==> src/sv/mbrtu_pkg.sv <==
// Shared constants, types and the CRC-16 update function of the Modbus RTU slave.
package mbrtu_pkg;

  localparam int MAX_FRAME      = 64;
  localparam int PARAM_DEPTH    = 2048;
  localparam int DRIVE_DEPTH    = 256;
  localparam int MAX_READ_WORDS = 16;

  localparam int FS_AW     = $clog2(MAX_FRAME);
  localparam int CNT_W     = $clog2(MAX_FRAME + 1);
  localparam int PA_AW     = $clog2(PARAM_DEPTH);
  localparam int DA_AW     = $clog2(DRIVE_DEPTH);
  localparam int CLR_DEPTH = (PARAM_DEPTH > DRIVE_DEPTH) ? PARAM_DEPTH : DRIVE_DEPTH;
  localparam int CLR_W     = $clog2(CLR_DEPTH);
  localparam int RPL_MAX   = 5 + 2 * MAX_READ_WORDS;
  localparam int RPL_W     = $clog2(RPL_MAX + 1);
  localparam int WC_W      = 8;
  localparam int WA_W      = 17;
  localparam int CFG_IDX_W = 2;

  localparam logic [15:0] PARAM_LIMIT = 16'h0800;
  localparam logic [15:0] DRIVE_BASE  = 16'd5000;
  localparam logic [15:0] WRITE_LIMIT = 16'd6000;
  localparam logic [7:0]  MULTI_LIMIT = 8'd100;
  localparam int          MIN_FRAME   = 8;

  localparam logic [7:0] FN_READ        = 8'd3;
  localparam logic [7:0] FN_WRITE_ONE   = 8'd6;
  localparam logic [7:0] FN_WRITE_MULTI = 8'd16;

  localparam logic OP_BYTE = 1'b0;
  localparam logic OP_TICK = 1'b1;

  localparam logic [CFG_IDX_W-1:0] CFG_DEV_ADDR = 2'd0;
  localparam logic [CFG_IDX_W-1:0] CFG_SILENCE  = 2'd1;
  localparam logic [CFG_IDX_W-1:0] CFG_READ_EN  = 2'd2;

  typedef enum logic [2:0] {
    JOB_READ     = 3'b001,
    JOB_WR_ONE   = 3'b010,
    JOB_WR_MULTI = 3'b100
  } job_kind_t;

  typedef struct packed {
    job_kind_t        kind;
    logic [CNT_W-1:0] n;
    logic [7:0]       fn;
    logic [15:0]      addr;
    logic [7:0]       b4;
    logic [7:0]       b5;
  } job_t;

  typedef struct packed {
    logic [7:0] dev_addr;
    logic [7:0] silence;
    logic       read_en;
  } cfg_t;

  function automatic logic [15:0] crc_upd(input logic [15:0] c, input logic [7:0] b);
    logic [15:0] x;
    x = c ^ {8'h00, b};
    for (int i = 0; i < 8; i++) begin
      x = x[0] ? ((x >> 1) ^ 16'hA001) : (x >> 1);
    end
    return x;
  endfunction

endpackage

==> src/sv/mbrtu_jobq.sv <==
// Two-entry job queue between the front and back parts.
module mbrtu_jobq (
  input  logic            clk,
  input  logic            rst_n,
  input  logic            push,
  input  mbrtu_pkg::job_t push_job,
  input  logic            pop,
  output logic            nonempty,
  output mbrtu_pkg::job_t head
);

  mbrtu_pkg::job_t ent_r [2];
  logic            wp_r, wp_nxt, rp_r, rp_nxt;
  logic [1:0]      cnt_r, cnt_nxt;
  logic            do_push, do_pop;

  assign nonempty = (cnt_r != 2'd0);
  assign head     = ent_r[rp_r];
  assign do_push  = push && (cnt_r != 2'd2);
  assign do_pop   = pop && nonempty;

  always_comb begin
    wp_nxt  = do_push ? ~wp_r : wp_r;
    rp_nxt  = do_pop ? ~rp_r : rp_r;
    cnt_nxt = cnt_r + {1'b0, do_push} - {1'b0, do_pop};
  end

  always_ff @(posedge clk) begin
    if (!rst_n) begin
      wp_r  <= 1'b0;
      rp_r  <= 1'b0;
      cnt_r <= 2'd0;
    end else begin
      wp_r  <= wp_nxt;
      rp_r  <= rp_nxt;
      cnt_r <= cnt_nxt;
    end
  end

  always_ff @(posedge clk) begin
    if (do_push) begin
      ent_r[wp_r] <= push_job;
    end
  end

endmodule

==> config.mk <==
export PLATFORM = sky130hd
export DESIGN_NAME = mbrtu_jobq
export DESIGN_NICKNAME = d
export VERILOG_FILES = /design/src/sv/mbrtu_pkg.sv /design/src/sv/mbrtu_jobq.sv
export SDC_FILE = /design/constraint.sdc
export NUM_CORES = 1
export LEC_CHECK = 0
export BUFFER_PORTS_ARGS = -buffer_cell sky130_fd_sc_hd__buf_2
export CAP_MARGIN = 20
export CORE_MARGIN = 8
export CORE_UTILIZATION = 47
export CTS_CLUSTER_DIAMETER = 100
export DETAILED_ROUTE_END_ITERATION = 8
export PLACE_DENSITY = 0.85
export SYNTH_ARGS = -nofsm -noshare
export SYNTH_HDL_FRONTEND = slang
export SYNTH_SLANG_ARGS = --single-unit
==> constraint.sdc <==
create_clock -name clk -period 3.2 [get_ports clk]
set_input_delay 0.16 -clock clk [delete_from_list [all_inputs] [get_ports clk]]
set_output_delay 0.16 -clock clk [all_outputs]
set_load 0.05 [all_outputs]
==> results.sh, run 1 <==
export IMPL_ys_warn_count=0
export IMPL_fp_dieW_um=109
export IMPL_final_antenna_net_count=0
export IMPL_io_pins=105
export IMPL_finalSetupViolations=0
export IMPL_critPathMaxFanout=50
export IMPL_clockRootBuffer="clkbuf_8"
export IMPL_grt_ovfl_total=0
export IMPL_nFillCells=625
export IMPL_crit_required_ns=3.04
export IMPL_dp_cells=389
export IMPL_grt_usage_pct=12.4
export IMPL_finalCritPeriodShare_pct=65.0
export IMPL_antenna_found_initial=2
export IMPL_cp_start_kind="flip-flop"
export IMPL_die_y_um=109
export IMPL_synth_cell_types=16
export IMPL_cts_buffers=9
export IMPL_viasPerCell=4.64
export IMPL_worst_setup_path_type="flip-flop to output port"
export IMPL_clkSinkCount=105
export IMPL_cap_violations=0
export IMPL_maxSlewViolCount=0
export IMPL_ys_seq_area_share_pct=75.7
export IMPL_worst_pin_slew_ns=0.918
export IMPL_fin_crit_ns=2.08
export IMPL_p_per_area_nw_per_um2=791
export IMPL_start_util_pct=47.7
export IMPL_layout_drive_gt1_share_pct=50.9
export IMPL_fin_cells=456
export IMPL_htreeDepth=3
export IMPL_remaining_drc_errors=0
export IMPL_max_slew_margin_pct=38.8
export IMPL_dr_pass1_iters=4
export IMPL_rr_startpoint="cnt_r[1]"
export IMPL_final_common_cell="buf_2"
export IMPL_grt_pass1_wl_um=11200
export IMPL_via_count=2115
export IMPL_io_buffers=104
export IMPL_post_drt_wl_per_cell_um=16.7
export IMPL_routed_wl_um=7600
export IMPL_power_uw=4270
export IMPL_postSynthAreaPerCell_um2=22.7
export IMPL_p_leak_uw=0.00212
export IMPL_finalHoldViolCount=0
export IMPL_synth_fp_nets=237
export IMPL_cts_resized=0
export IMPL_ys_ff_latch=105
export IMPL_hp_class="input port to flip-flop"
export IMPL_grt_max_degree=51
export IMPL_setup_tns_ns=0
export IMPL_area_growth_pct=31.5
export IMPL_fmax_mhz=481
export IMPL_syn_inst=181
export IMPL_nets=397
export IMPL_rsz0062_at_grt="false"
export IMPL_syn_area_um2=4100
export IMPL_core_rowCount=34
export IMPL_dr_first_iter_drc_count=82
export IMPL_arrival_ns=1.92
export IMPL_layout_common_cells="104 x buf_2, 100 x edfxtp_1, 50 x mux2_4, 49 x dlygate4sd3_1, 9 x clkbuf_8"
export IMPL_clk_pin_slew_worst_paths_ns=0.09
export IMPL_design_core_area_um2=8590
export IMPL_gp_congestion=0.608
export IMPL_grt_pass1_vias=2320
export IMPL_dp_final_hpwl_um=4810
export IMPL_ir_worst_vdd_v=0.000583
export IMPL_clock_skew_ns=0.00924
export IMPL_cts_tree="done"
export IMPL_dieArea_um2=12000
export IMPL_hp_start="push_job[35]"
export IMPL_outcome="completed"
export IMPL_cts_buffer_depth=2
export IMPL_worstSkewPairLatency_ns=0.35
export IMPL_critPathCaptureType="output port"
layer usage:
| layer | share of wire [%] | up-vias | global-route usage, % | wire length [µm] |
|---|---|---|---|---|
| li1 | - | 1019 | - | - |
| met4 | 1.1 | 0 | 5.40 | 87 |
| met3 | 7.3 | 9 | 3.93 | 551 |
| met5 | 0 | - | 0 | 0 |
| met1 | 39 | 1019 | 13.0 | 2950 |
| met2 | 53 | 68 | 22.5 | 4000 |
report_power, final:
part / internal (µW) / switching [µW] / total, µW
clock: 363 / 427 / 790
combinational: 581 / 1000 / 1580
sequential: 1730 / 166 / 1890
cell families (layout without fill, tap and decap cells):
logic type	after synthesis	in the layout	share of synthesized area [%]
xor+xnor	3	3	0.641
fa+ha+maj	2	2	0.610
mux	51	51	18.6
other cells	0	2	0
compound gates	2	2	0.397
flops	105	105	75.7
simple gates	9	9	1.13
buf+inv	9	174	2.99
critical path: stages, from the launching register on:
cell and delay (ns):
dfxtp_4 0.96, mux2_4 0.37, buf_2 0.22
per-stage QoR:
step	hold slack [ns]	setup slack (ns)	util, %	instance area [µm²]
after detailed placement	0.351	1.40	54.7	4700
final	0.0144	1.12	62.8	5390
after global placement	0.347	1.44	54.7	4700
after CTS	0.000516	1.09	62.3	5360
after global routing	0.00700	1.03	62.8	5390
after floorplan	0.259	0.170	-	4100
synth_stat cells (all sizes together):
cell type,count,area (µm²)
edfxtp,100,3000
mux2,50,751
buf,6,111
dfxtp,5,100
inv,3,11.3
xnor2,3,26.3
and2,2,12.5
ha,2,25.0
nand2,2,7.51
nor2,2,7.51
nor2b,2,12.5
mux2i,1,10.0
o21a,1,7.51
o21ai,1,8.76
or2,1,6.26
repair_timing:
action / 4_1_cts / 5_1_grt
hold buffers: 46 / 3
setup buffers: 0 / 0
endpoints found under the hold margin: 92 / 6
layout make-up:
| class | instances | area (µm²) | area share [%] |
|---|---|---|---|
| clock inverter | 6 | 66.3 | 1.23 |
| clock buffer | 10 | 128 | 2.37 |
| tap | 108 | 135 | 2.51 |
| inverter | 3 | 11.3 | 0.209 |
| timing repair buffer | 155 | 1050 | 19.5 |
| sequential | 105 | 3110 | 57.6 |
| antenna | 2 | 5.00 | 0.0928 |
| multi-input combinational | 67 | 890 | 16.5 |
registers in the layout, indices dropped and copies added, names as in the netlist, named ones only:
signal / count
rp_r: 1
ent_r: 100
cnt_r: 2
wp_r: 1
final timing paths:
| kind | to | slack, ns | cells after the start |
|---|---|---|---|
| max reg2reg | ent_r[0][22] | 1.42 | 4 |
| max | head[34] | 1.12 | 2 |
| min | ent_r[0][35] | 0.01 | 1 |
| min reg2reg | wp_r | 0.54 | 2 |
Power figures use the tool's default switching activity.
==> run 2: changes to the inputs <==
- CORE_UTILIZATION: 47 -> 52
- PLACE_DENSITY: 0.85 -> 0.89
- clock period: 3.2 -> 2.1 ns (I/O delays scaled with it)
==> results.sh, run 2 (synthesis gave the netlist of run 1 again) <==
export IMPL_outcome="completed"
export IMPL_largest_register_ffs=100
export IMPL_dp_final_hpwl_um=4900
export IMPL_design_area_um2=5450
export IMPL_cap_violations=0
export IMPL_placed_area_um2=4720
export IMPL_finalHoldViolCount=0
export IMPL_r2r_end="cnt_r[1]"
export IMPL_htreeDepth=3
export IMPL_p_leak_uw=0.00217
export IMPL_finalSetupViolations=0
export IMPL_cp_start_kind="flip-flop"
export IMPL_holdPathEnd="cnt_r[0]"
export IMPL_maxSlewViolCount=0
export IMPL_clkSinkCount=105
export IMPL_clk_pin_slew_worst_paths_ns=0.10
export IMPL_routed_wl_um=7680
export IMPL_antenna_found_initial=0
export IMPL_dr_pass1_iters=4
export IMPL_max_slew_margin_pct=72.0
export IMPL_reg_largest_list="ent_r x100, cnt_r x2"
export IMPL_rsz0062_at_grt="false"
export IMPL_via_count=2144
export IMPL_dieArea_um2=11000
export IMPL_final_common_cell="buf_2"
export IMPL_fin_crit_ns=1.87
export IMPL_worstSkewPairLatency_ns=0.35
export IMPL_cts_buffer_depth=2
export IMPL_start_util_pct=53.3
export IMPL_clock_skew_ns=0.0105
export IMPL_cts_tree="done"
export IMPL_viasPerCell=4.72
export IMPL_fp_dieW_um=105
export IMPL_clockRootBuffer="clkbuf_8"
export IMPL_grt_ovfl_total=0
export IMPL_hp_class="input port to flip-flop"
export IMPL_area_growth_pct=32.8
export IMPL_grt_pass1_wl_um=12300
export IMPL_ir_worst_vdd_v=0.000698
export IMPL_power_uw=6690
export IMPL_hp_start="rst_n"
export IMPL_post_drt_wl_per_cell_um=16.9
export IMPL_io_pins=105
export IMPL_design_core_area_um2=7690
export IMPL_layout_drive_gt1_share_pct=51.7
export IMPL_gp_congestion=0.627
export IMPL_nets=403
export IMPL_rr_startpoint="cnt_r[1]"
export IMPL_arrival_ns=1.77
export IMPL_reg2reg_setup_slack_ns=0.32
export IMPL_remaining_drc_errors=0
export IMPL_critPathMaxFanout=19
export IMPL_whs_path_depth=2
export IMPL_worst_pin_slew_ns=0.420
export IMPL_layout_common_cells="104 x buf_2, 100 x edfxtp_1, 50 x mux2_4, 50 x dlygate4sd3_1, 9 x clkbuf_8"
export IMPL_finalCritPeriodShare_pct=89.1
export IMPL_cts_buffers=9
export IMPL_grt_max_degree=32
export IMPL_crit_required_ns=2.00
export IMPL_dr_first_iter_drc_count=56
export IMPL_final_antenna_net_count=0
export IMPL_diodes=0
export IMPL_io_buffers=104
export IMPL_grt_usage_pct=14.2
export IMPL_core_rowCount=32
export IMPL_cts_resized=0
export IMPL_critPathCaptureType="output port"
export IMPL_largest_register="ent_r"
export IMPL_die_y_um=105
export IMPL_fmax_mhz=535
export IMPL_p_per_area_nw_per_um2=1230
export IMPL_nFillCells=518
export IMPL_worst_setup_path_type="flip-flop to output port"
export IMPL_reg2reg_depth=8
export IMPL_grt_pass1_vias=2487
## run 2: cell types whose count changed in the layout (fill, tap and decap cells not counted)
cell,delta
diode_2,-2
inv_6,+2
clkinv_4,+1
dlygate4sd3_1,+1
clkinvlp_4,-3
buf_4,+6
buf_12,-1
bufinv_16,+1
clkbuf_1,-1
## run 2: area by class of cell
cell class / instances / area (µm²) / area share [%]
flip-flops and latches: 105 / 3110 / 57.1
multi-input cells: 67 / 890 / 16.3
inverters: 3 / 11.3 / 0.207
clock inverters: 7 / 100 / 1.84
well taps: 102 / 128 / 2.34
clock buffers: 9 / 124 / 2.27
repair buffers: 161 / 1090 / 19.9
## run 2: how the worst max path moves through the flow
stage               from     endpoint
2_1_floorplan   cnt_r[1]  ent_r[0][0]
3_3_place_gp    cnt_r[1]     cnt_r[1]
3_5_place_dp    cnt_r[1]     cnt_r[1]
4_1_cts        flip-flop      head[0]
5_1_grt        flip-flop     head[17]
6_report       flip-flop     head[17]
## run 2: repair_timing
| item | CTS | global route |
|---|---|---|
| hold endpoints to repair | 100 | 0 |
| buffers inserted | 0 | 0 |
| hold buffers | 50 | 0 |
| setup endpoints to repair | 0 | 0 |
## run 2: metal layers
metal	up-vias	wire (µm)	share of wire [%]	track usage, %
met5	-	0	0	0
met4	0	70	0.91	3.36
met3	7	453	5.9	5.65
met2	64	4250	55	26.9
met1	1045	2900	38	14.0
li1	1028	-	-	-
## run 2: worst max-delay path: stages, from the launching register on
cell	delay [ns]
dfxtp_4	0.59
buf_4	0.27
mux2_4	0.32
buf_2	0.22
## run 2: metrics by stage
stage               hold WS (ns)  setup slack, ns  instances  utilization, %  TNS, ns
floorplan                  0.204          -0.0987        181               -    -9.87
global placement           0.292            0.435        388            61.4        0
detailed placement         0.296            0.357        388            61.4        0
CTS                      0.00366            0.211        454            70.8        0
global route              0.0307            0.138        454            70.8        0
finish                    0.0412            0.230        454            70.8        0
## run 2: report_power, final
part,internal [µW],switching (µW),total [µW]
sequential,2630,152,2780
combinational,903,1650,2560
clock,684,667,1350
total,4220,2470,6690
