`src/sv/mbrtu_pkg.sv`:
```
// Shared constants, types and the CRC-16 update function of the Modbus RTU slave.
package mbrtu_pkg;

  localparam int MAX_FRAME      = 64;
  localparam int PARAM_DEPTH    = 2048;
  localparam int DRIVE_DEPTH    = 256;
  localparam int MAX_READ_WORDS = 16;

  localparam int FS_AW     = $clog2(MAX_FRAME);
  localparam int CNT_W     = $clog2(MAX_FRAME + 1);
  localparam int PA_AW     = $clog2(PARAM_DEPTH);
  localparam int DA_AW     = $clog2(DRIVE_DEPTH);
  localparam int CLR_DEPTH = (PARAM_DEPTH > DRIVE_DEPTH) ? PARAM_DEPTH : DRIVE_DEPTH;
  localparam int CLR_W     = $clog2(CLR_DEPTH);
  localparam int RPL_MAX   = 5 + 2 * MAX_READ_WORDS;
  localparam int RPL_W     = $clog2(RPL_MAX + 1);
  localparam int WC_W      = 8;
  localparam int WA_W      = 17;
  localparam int CFG_IDX_W = 2;

  localparam logic [15:0] PARAM_LIMIT = 16'h0800;
  localparam logic [15:0] DRIVE_BASE  = 16'd5000;
  localparam logic [15:0] WRITE_LIMIT = 16'd6000;
  localparam logic [7:0]  MULTI_LIMIT = 8'd100;
  localparam int          MIN_FRAME   = 8;

  localparam logic [7:0] FN_READ        = 8'd3;
  localparam logic [7:0] FN_WRITE_ONE   = 8'd6;
  localparam logic [7:0] FN_WRITE_MULTI = 8'd16;

  localparam logic OP_BYTE = 1'b0;
  localparam logic OP_TICK = 1'b1;

  localparam logic [CFG_IDX_W-1:0] CFG_DEV_ADDR = 2'd0;
  localparam logic [CFG_IDX_W-1:0] CFG_SILENCE  = 2'd1;
  localparam logic [CFG_IDX_W-1:0] CFG_READ_EN  = 2'd2;

  typedef enum logic [2:0] {
    JOB_READ     = 3'b001,
    JOB_WR_ONE   = 3'b010,
    JOB_WR_MULTI = 3'b100
  } job_kind_t;

  typedef struct packed {
    job_kind_t        kind;
    logic [CNT_W-1:0] n;
    logic [7:0]       fn;
    logic [15:0]      addr;
    logic [7:0]       b4;
    logic [7:0]       b5;
  } job_t;

  typedef struct packed {
    logic [7:0] dev_addr;
    logic [7:0] silence;
    logic       read_en;
  } cfg_t;

  function automatic logic [15:0] crc_upd(input logic [15:0] c, input logic [7:0] b);
    logic [15:0] x;
    x = c ^ {8'h00, b};
    for (int i = 0; i < 8; i++) begin
      x = x[0] ? ((x >> 1) ^ 16'hA001) : (x >> 1);
    end
    return x;
  endfunction

endpackage

```
`src/sv/mbrtu_front.sv`:
```
// Front part: frame collection, silence timing, CRC check and job classification.
module mbrtu_front (
  input  logic                         clk,
  input  logic                         rst_n,
  input  mbrtu_pkg::cfg_t              cfg,
  input  logic                         can_take,
  input  logic                         in_valid,
  output logic                         in_ready,
  input  logic                         in_opcode,
  input  logic [7:0]                   in_rx_byte,
  output logic                         push,
  output mbrtu_pkg::job_t              push_job,
  input  logic [mbrtu_pkg::FS_AW-1:0]  fs_raddr,
  output logic [7:0]                   fs_rdata
);

  logic [7:0] fs_mem [mbrtu_pkg::MAX_FRAME];

  logic [mbrtu_pkg::CNT_W-1:0] count_r, count_nxt;
  logic                        ovf_r, ovf_nxt;
  logic [7:0]                  idle_r, idle_nxt;
  logic [15:0]                 crc_r, crc_nxt;
  logic [7:0]                  b0_r, b0_nxt, fn_r, fn_nxt, ahi_r, ahi_nxt, alo_r, alo_nxt;
  logic [7:0]                  b4_r, b4_nxt, b5_r, b5_nxt;
  logic                        acc, fs_we, frame_ok;

  assign in_ready = can_take;
  assign acc      = in_valid && can_take;

  // The CRC run over the whole frame, check bytes included, is zero for a good frame.
  assign frame_ok = !ovf_r && (count_r >= mbrtu_pkg::CNT_W'(mbrtu_pkg::MIN_FRAME)) &&
                    (b0_r == cfg.dev_addr) && (crc_r == 16'h0000);

  always_comb begin
    count_nxt = count_r;
    ovf_nxt   = ovf_r;
    idle_nxt  = idle_r;
    crc_nxt   = crc_r;
    b0_nxt    = b0_r;
    fn_nxt    = fn_r;
    ahi_nxt   = ahi_r;
    alo_nxt   = alo_r;
    b4_nxt    = b4_r;
    b5_nxt    = b5_r;
    fs_we     = 1'b0;
    push      = 1'b0;
    push_job  = '{kind: mbrtu_pkg::JOB_READ, n: count_r, fn: fn_r,
                  addr: {ahi_r, alo_r}, b4: b4_r, b5: b5_r};
    if (acc) begin
      if (in_opcode == mbrtu_pkg::OP_BYTE) begin
        idle_nxt = 8'd0;
        if (count_r < mbrtu_pkg::CNT_W'(mbrtu_pkg::MAX_FRAME)) begin
          fs_we     = 1'b1;
          count_nxt = count_r + 1'b1;
          crc_nxt   = mbrtu_pkg::crc_upd(crc_r, in_rx_byte);
          case (count_r)
            mbrtu_pkg::CNT_W'(0): b0_nxt  = in_rx_byte;
            mbrtu_pkg::CNT_W'(1): fn_nxt  = in_rx_byte;
            mbrtu_pkg::CNT_W'(2): ahi_nxt = in_rx_byte;
            mbrtu_pkg::CNT_W'(3): alo_nxt = in_rx_byte;
            mbrtu_pkg::CNT_W'(4): b4_nxt  = in_rx_byte;
            mbrtu_pkg::CNT_W'(5): b5_nxt  = in_rx_byte;
            default: ;
          endcase
        end else begin
          ovf_nxt = 1'b1;
        end
      end else if (count_r != '0) begin
        if (idle_r < cfg.silence) begin
          idle_nxt = idle_r + 8'd1;
        end else begin
          idle_nxt  = 8'd0;
          count_nxt = '0;
          ovf_nxt   = 1'b0;
          crc_nxt   = 16'hFFFF;
          unique case (fn_r)
            mbrtu_pkg::FN_READ: begin
              push_job.kind = mbrtu_pkg::JOB_READ;
              push          = frame_ok;
            end
            mbrtu_pkg::FN_WRITE_ONE: begin
              push_job.kind = mbrtu_pkg::JOB_WR_ONE;
              push          = frame_ok;
            end
            mbrtu_pkg::FN_WRITE_MULTI: begin
              push_job.kind = mbrtu_pkg::JOB_WR_MULTI;
              push          = frame_ok;
            end
            default: push = 1'b0;
          endcase
        end
      end
    end
  end

  always_ff @(posedge clk) begin
    if (!rst_n) begin
      count_r <= '0;
      ovf_r   <= 1'b0;
      idle_r  <= 8'd0;
      crc_r   <= 16'hFFFF;
    end else begin
      count_r <= count_nxt;
      ovf_r   <= ovf_nxt;
      idle_r  <= idle_nxt;
      crc_r   <= crc_nxt;
    end
  end

  always_ff @(posedge clk) begin
    b0_r  <= b0_nxt;
    fn_r  <= fn_nxt;
    ahi_r <= ahi_nxt;
    alo_r <= alo_nxt;
    b4_r  <= b4_nxt;
    b5_r  <= b5_nxt;
  end

  always_ff @(posedge clk) begin
    if (fs_we) begin
      fs_mem[count_r[mbrtu_pkg::FS_AW-1:0]] <= in_rx_byte;
    end
    fs_rdata <= fs_mem[fs_raddr];
  end

endmodule

```
`config.mk`:
```
export PLATFORM = sky130hd
export DESIGN_NAME = mbrtu_front
export DESIGN_NICKNAME = d
export VERILOG_FILES = /design/src/sv/mbrtu_pkg.sv /design/src/sv/mbrtu_front.sv
export SDC_FILE = /design/constraint.sdc
export NUM_CORES = 1
export LEC_CHECK = 0
export BUFFER_PORTS_ARGS = -buffer_cell sky130_fd_sc_hd__clkbuf_2
export CAP_MARGIN = 15
export CORE_MARGIN = 5
export CORE_UTILIZATION = 23
export DETAILED_ROUTE_END_ITERATION = 8
export GPL_TIMING_DRIVEN = 1
export SYNTH_ARGS = -nofsm -noshare
export SYNTH_HDL_FRONTEND = slang
export SYNTH_SLANG_ARGS = --single-unit
```
`constraint.sdc`:
```
create_clock -name clk -period 2.9 [get_ports clk]
set_input_delay 0.145 -clock clk [delete_from_list [all_inputs] [get_ports clk]]
set_output_delay 0.145 -clock clk [all_outputs]
set_load 0.05 [all_outputs]
```
==> results by group, run 1 <==
Status
  • Status: complete, no violations

Yosys
  • Count leader, synth: edfxtp_1
  • Syn Inst Count: 1138
  • Syn_nets: 1186
  • Largest area contributor in the netlist: edfxtp_1
  • Post-synth ARST share: 0%
  • Cell variety after synth: 48
  • Yosys top cell area share: between 70% and 80%
  • Netlist Area Pre-Place: 0.0234 sq mm
  • Most instantiated cells after synthesis: 560 x edfxtp_1, 160 x mux4_2, 92 x nor2_1, 40 x dfxtp_1, 36 x nand2_1
  • Synthesis Warnings: 0
  • Post-synthesis sequential area ratio: 75.4%
  • Syn avg cell area: between 20 and 25 sq um
  • Post-synth EDFFs: 560
  • FF+latch count, synth: 600
  • Ys flop type: edfxtp_1
  • Synth top area cells: edfxtp_1 72%, mux4_2 15%, dfxtp_1 3.4%

Timing
  • Setup TNS: 0 ns
  • Final period utilization: 95.6%
  • Clock Skew: 0.0562 ns
  • Final worst path period need: 2.77 ns
  • # setup viols final: 0
  • Endpoints failing hold: 0
  • Maximum clock frequency: approximately 0.36 GHz
  • RSZ-0062 raised after global routing: no
  • Final setup margin: around 0.13 ns
  • Measured slew at the worst slew-check pin: a little under 0.9 ns
  • Rel. slew slack: 41.6%
  • Max-slew violation count: 0

Setup path
  • Crit Path Category: flop to output pin
  • Crit-path max FO: 6
  • Critical R2R Launch: count_r[3]
  • Critical Path Source Type: flop
  • Critical Path RT: 2.76 ns
  • Crit-path max cell delay: 0.41 ns
  • Worst setup path start: idle_r[2]
  • CP Cell Sequence: ha_1, o21a_1, a21oi_1, o21ai_1, nand4_1, or3_4, nor2_1, clkbuf_4
  • R2R Setup Slk: 0.29 ns
  • Worst EP arrival: 2.63 ns
  • Slowest CP cell: or3_4
  • R2r endpoint: crc_r[8]
  • FF-to-FF path depth: 7
  • CP endpoint kind: output pin

Floorplan
  • Die area: 0.108 sq mm
  • Core box area: 0.101 sq mm
  • Initial core utilization: 23.1%
  • I/O pins: 96
  • Cell row count: between 100 and 150
  • Die width: 329 um
  • Die height: 329 um

Detailed routing
  • Routed len/inst: between 20 and 25 um
  • Initial DRC Count: 998
  • Vias post-DR: around 11k
  • DRC: 0
  • Wirelength, routed: approximately 57000 um
  • Pre-antenna DRT Iters: 6
  • Remaining antenna violation count: 0
  • Via density: 4.14

Power and ir drop
  • Gate power share: 5.3%
  • Switching power: 3.89 mW
  • Sequential share of power: 52.6%
  • P_leak: 9.04 nW
  • Sw frac: 21.6%
  • Power share of the clock group: 42.1%
  • Worst VDD drop: about 0.48 mV
  • PD cells: roughly 640 mW/mm^2
  • Power Internal: around 14 mW

Finish
  • Post-route cell area: roughly 0.028 sq mm
  • Nets: 1406
  • P&R area growth vs syn: 21.2%
  • Share of cells above drive strength 1: 33.0%

GRT
  • Met3 Track Usage GR: about 2.7%
  • GRT met1 Usage: between 10% and 20%
  • Vias in the first global route: 12.2k
  • Antenna violations before repair: 1
  • All-Layer GR Usage: 10.4%
  • Met2 Use GR: between 15 and 20%
  • First-pass GRT wire length: just over 80000 um
  • Largest net degree at the start of global routing: 71
  • Grt peak-use layer: met2
  • Remaining global-route overflow: 0

CTS
  • Reg clk slew, reported paths: 0.06 ns
  • H-tree level count: 2
  • Worst-Skew Late Latency: 0.65 ns
  • CTS Buf Count: between 60 and 70
  • CTS Root Cell: clkbuf_16
  • CTS tree: done
  • Clock tree buffer depth: 3
  • Sink Count: 600

Hold path
  • Min-Delay Path Class: input port to flop
  • Worst hold path cell count: 5
  • Hold Crit Endpoint: ovf_r
  • Min-delay src: in_valid

Flow run
  • Max-cap violations: 0

Placed design
  • Placed Area: 0.0263 sq mm
  • Final Wtd Congestion: 0.771
  • DP Wirelength: 36500 um
  • Pre-CTS setup slack: 0.345 ns
  • Port bufs: 94
==> critical path, delay by kind of cell, from the launching register on <==
family	cells	cell delay (ns)
AND/OR/NAND/NOR	3	0.69
AO/OA/AOI/OAI	3	0.40
flip-flops	1	0.36
adder cells (fa/ha/maj)	1	0.30
buffers and inverters	1	0.24
==> routing by layer <==
| metal | up-vias | share of wire (%) |
|---|---|---|
| li1 | 5070 | - |
| met1 | 6042 | 42 |
| met2 | 315 | 50 |
| met3 | 70 | 6.3 |
| met4 | 0 | 2.1 |
| met5 | - | 0 |
==> power by group through the flow <==
stage | Clock (mW) | Combinational, mW | Sequential, mW
CTS | 7.80 | 0.981 | 9.51
detailed placement | 0 | 0.975 | 9.69
global route | 8.14 | 1.03 | 9.50
floorplan | 0 | 0.489 | 9.74
global placement | 0 | 0.959 | 9.69
finish | 7.60 | 0.953 | 9.51
==> cells in the final DEF, fill, tap and decap left out, types with 3 or more instances in the layout <==
cell type	synthesis	routed
inv_1	12	12
bufinv_16	0	4
a21o_1	3	3
nand3_1	16	16
xnor2_1	28	28
clkinv_4	0	3
clkinv_2	0	10
nor2_1	92	92
buf_4	1	109
nand4_1	9	9
clkbuf_16	0	62
nor3_1	4	4
xor2_1	12	12
clkinvlp_4	0	4
mux2i_1	7	7
edfxtp_1	560	560
nand2_1	36	36
clkbuf_1	30	14
buf_2	17	4
dlygate4sd3_1	0	3
dfxtp_1	40	40
nand3b_1	10	10
and3_1	5	5
and2_1	5	5
ha_1	12	11
clkinv_1	1	13
a22oi_1	6	6
nor2b_1	10	10
clkbuf_2	0	84
mux4_2	160	160
a211oi_1	5	5
o21ai_1	13	14
buf_12	0	10
a21oi_1	11	11
==> per-stage QoR <==
step	hold WS (ns)	cells	total power [mW]	util, %
4_1_cts	0.0478	2776	18.3	27.9
5_1_grt	0.103	2776	18.7	27.9
2_1_floorplan	0.244	1138	10.2	-
3_5_place_dp	0.490	2659	10.7	25.9
3_3_place_gp	0.485	2659	10.6	25.9
6_report	0.0690	2778	18.1	27.9
==> cell families after synthesis <==
logic type               Yosys count  share of synthesized area [%]
AO/OA/AOI/OAI                     50                           1.37
XOR/XNOR                          40                           1.50
adder cells (fa/ha/maj)           12                          0.643
buffers and inverters             68                           1.30
flip-flops                       600                           75.4
multiplexers                     167                           15.7
AND/OR/NAND/NOR                  201                           4.05
==> layout make-up <==
class	instances	area [sq um]
clock buffer	76	1600
timing repair buffer	212	1510
inverter	13	48.8
antenna	2	5.00
multi-input combinational	470	5470
fill	10100	73000
clock inverter	37	339
tap	1368	1710
sequential	600	17600
==> worst max path at each step <==
| stage | end | slack [ns] | cells after the start |
|---|---|---|---|
| after floorplan | push_job[48] | 0.18 | 6 |
| after global placement | fs_rdata[7] | 0.37 | 7 |
| after detailed placement | fs_rdata[7] | 0.35 | 7 |
| after CTS | push_job[47] | 0.01 | 8 |
| after global routing | push_job[47] | 0.01 | 8 |
| final | push_job[48] | 0.13 | 8 |
==> flip-flops by register name, summed over array words and instances, names as in the netlist <==
signal and cells:
ahi_r 8, alo_r 8, b0_r 8, b4_r 8, b5_r 8, count_r 7
crc_r 16, fn_r 8, fs_mem 512, fs_rdata 8, idle_r 8, ovf_r 1
==> what timing repair did <==
item	4_1_cts	5_1_grt
pin swaps	1	1
hold buffers	3	0
hold endpoints to repair	16	0
resized for setup	7	4
buffers inserted	1	0
setup endpoints to repair	4	4
Power figures use the tool's default switching activity.
==> inputs of run 2 (changes only) <==
--- a/config.mk
+++ b/config.mk
@@ -6,11 +6,10 @@
 export NUM_CORES = 1
 export LEC_CHECK = 0
 export BUFFER_PORTS_ARGS = -buffer_cell sky130_fd_sc_hd__clkbuf_2
-export CAP_MARGIN = 15
-export CORE_MARGIN = 5
 export CORE_UTILIZATION = 23
 export DETAILED_ROUTE_END_ITERATION = 8
 export GPL_TIMING_DRIVEN = 1
+export REMOVE_ABC_BUFFERS = 1
 export SYNTH_ARGS = -nofsm -noshare
 export SYNTH_HDL_FRONTEND = slang
 export SYNTH_SLANG_ARGS = --single-unit
==> run 2 against run 1 <==
Effect of this change:
- sequential share of layout area increased by 0.14 points
- non-clock buffer count down 4
- clock power increased by 1%
- largest cell class unchanged
- register-to-register slack gained 0.04 ns
- routed wire length down 0.35%
- first-iteration DRC count is 2.7% higher
- clock skew fell by 0.0020 ns
- utilization increased by 0.18 points
- maximum frequency down 0.36%
- cell area fell by 0.21%
- global-route usage up 0.59 points
- setup slack got worse by 0.0099 ns
==> results by group, run 2 (synthesized netlist as in run 1, its figures left out) <==
Status
  • Status: complete, no violations

Setup path
  • Critical Path RT: 2.76 ns (about the same)
  • Critical R2R Launch: count_r[3]
  • Crit Path Category: flop to output pin
  • R2r endpoint: crc_r[8]
  • R2R Setup Slk: 0.33 ns (+0.04 ns)
  • Critical Path Source Type: flop
  • CP endpoint kind: output pin
  • Worst EP arrival: 2.64 ns (about the same)
  • FF-to-FF path depth: 7 (unchanged)
  • Crit-path max FO: 12 (+6)

CTS
  • Clock tree buffer depth: 3 (unchanged)
  • Sink Count: 600 (unchanged)
  • CTS Root Cell: clkbuf_16
  • CTS tree: done
  • Worst-Skew Late Latency: 0.64 ns (about the same)
  • Reg clk slew, reported paths: 0.06 ns (about the same)
  • CTS Buf Count: 59 (-3.3%)
  • H-tree level count: 2 (unchanged)

GRT
  • Antenna violations before repair: 4 (+3)
  • All-Layer GR Usage: 11.0% (+0.59 points)
  • First-pass GRT wire length: 82700 um (-0.56%)
  • Largest net degree at the start of global routing: 71 (unchanged)
  • Vias in the first global route: 12.2k (-0.16%)
  • Remaining global-route overflow: 0 (unchanged)

Power and ir drop
  • P_leak: 9.02 nW (-0.20%)
  • Switching power: 3.88 mW (-0.37%)
  • Total Power: 18.2 mW (+0.56%)
  • Worst VDD drop: 0.530 mV (+11%)
  • Power Internal: 14.3 mW (+0.81%)
  • PD cells: 643 mW/mm^2 (+0.76%)
  • Sequential share of power: 52.4% (-0.2 points)
  • Power share of the clock group: 42.3% (+0.2 points)
  • Gate power share: 5.3% (about the same)
  • Sw frac: 21.4% (-0.20 points)

Placed design
  • Final Wtd Congestion: 0.790 (+2.5%)
  • Port bufs: 94 (unchanged)
  • Placed Cells: 2644 (-0.56%)
  • DP Wirelength: 36200 um (-0.79%)

Detailed routing
  • Initial DRC Count: 1025 (+2.7%)
  • Routed len/inst: 20.6 um (+0.30%)
  • Pre-antenna DRT Iters: 5 (-1)
  • Vias post-DR: 11.6k (+1.3%)
  • Wirelength, routed: 56900 um (-0.35%)
  • Via density: 4.22 (+1.9%)
  • DRC: 0 (unchanged)
  • Remaining antenna violation count: 0 (unchanged)

Timing
  • Max-slew violation count: 0 (unchanged)
  • Rel. slew slack: 38.9% (-2.7 points)
  • Measured slew at the worst slew-check pin: 0.917 ns (+0.0410 ns)
  • WHS: 0.0563 ns (-0.0127 ns)
  • Clock Skew: 0.0542 ns (-0.00200 ns)
  • Endpoints failing hold: 0 (unchanged)
  • Final worst path period need: 2.78 ns (+0.00993 ns)
  • Maximum clock frequency: 0.360 GHz (-0.36%)
  • # setup viols final: 0 (unchanged)
  • Setup TNS: 0 ns (unchanged)
  • Final period utilization: 95.9% (+0.34 points)
  • RSZ-0062 raised after global routing: no

Floorplan
  • Die height: 321 um (-2.4%)
  • Initial core utilization: 23.3% (+0.20 points)
  • Cell row count: 116 (-0.85%)
  • Core box area: 0.100 sq mm (-0.85%)
  • I/O pins: 96 (unchanged)
  • Die width: 321 um (-2.4%)
  • Die area: 0.103 sq mm (-4.8%)

Finish
  • Nets: 1400 (-0.43%)
  • Commonest non-fill, non-tap cell in the layout: edfxtp_1
  • Commonest non-fill, non-tap cells in the layout: 560 x edfxtp_1, 160 x mux4_2, 105 x buf_4
  • Final Non-Filler Cells: 2760 (-0.65%)
  • P&R area growth vs syn: 20.9%
  • Largest register FFs: 512 (unchanged)
  • Share of cells above drive strength 1: 33.2% (+0.17 points)
  • Layout Utilization: 28.1% (+0.18 points)

Hold path
  • Min-Delay Path Class: input port to flop
  • Hold Crit Endpoint: ovf_r
  • Min-delay src: in_valid
  • Worst hold path cell count: 5 (unchanged)

Flow run
  • Max-cap violations: 0 (unchanged)
-- run 2: power groups by stage --
stage          Sequential (mW)  Clock [mW]  Combinational, mW
4_1_cts                   9.51        7.86              0.979
5_1_grt                   9.51        8.16               1.03
6_report                  9.52        7.68              0.956
3_3_place_gp              9.70           0              0.954
2_1_floorplan             9.74           0              0.386
3_5_place_dp              9.70           0              0.973
-- run 2: per-stage QoR --
stage | setup WS (ns) | area [sq um]
after floorplan | -0.294 | 23100
after global placement | 0.351 | 26200
after detailed placement | 0.344 | 26200
after CTS | -0.0114 | 28200
after global routing | 0.0160 | 28200
final | 0.118 | 28200
-- run 2: area by class of cell --
| cell class | instances | area, sq um |
|---|---|---|
| multi-input cells | 470 | 5460 |
| clock inverters | 35 | 368 |
| flip-flops and latches | 600 | 17600 |
| clock buffers | 75 | 1590 |
| inverters | 13 | 48.8 |
| repair buffers | 208 | 1460 |
| fillers | 9981 | 72200 |
| well taps | 1357 | 1700 |
| diodes | 2 | 5.00 |
-- run 2: worst max-delay path by stage --
stage | startpoint | end | slack [ns]
4_1_cts | idle_r[3] | push_job[48] | -0.01
2_1_floorplan | count_r[1] | push | -0.29
3_3_place_gp | fs_raddr[0] | fs_rdata[2] | 0.35
5_1_grt | idle_r[5] | push_job[47] | 0.02
3_5_place_dp | fs_raddr[0] | fs_rdata[3] | 0.34
6_report | count_r[3] | push_job[47] | 0.12
-- run 2: critical path, stage by stage (launching register included) --
cell and delay (ns):
dfxtp_1 0.31, or3_4 0.47, or4b_4 0.56, nand4_1 0.17, or3_4 0.17, a21o_1 0.09
clkbuf_4 0.22
-- run 2: what timing repair did --
action	CTS	global route
pin swaps	1	2
hold endpoints to repair	20	0
endpoints found under the setup margin	4	4
setup buffers	1	0
hold buffers	3	0
cloned	0	0
gates resized for setup	5	8
-- run 2: metal layers --
layer	part of all wire (%)	global-route usage (%)	up-vias
met5	0.023	0	-
met4	2.4	3.12	2
met3	8.5	3.61	78
met2	47	17.4	395
met1	42	14.4	6096
li1	-	-	5074
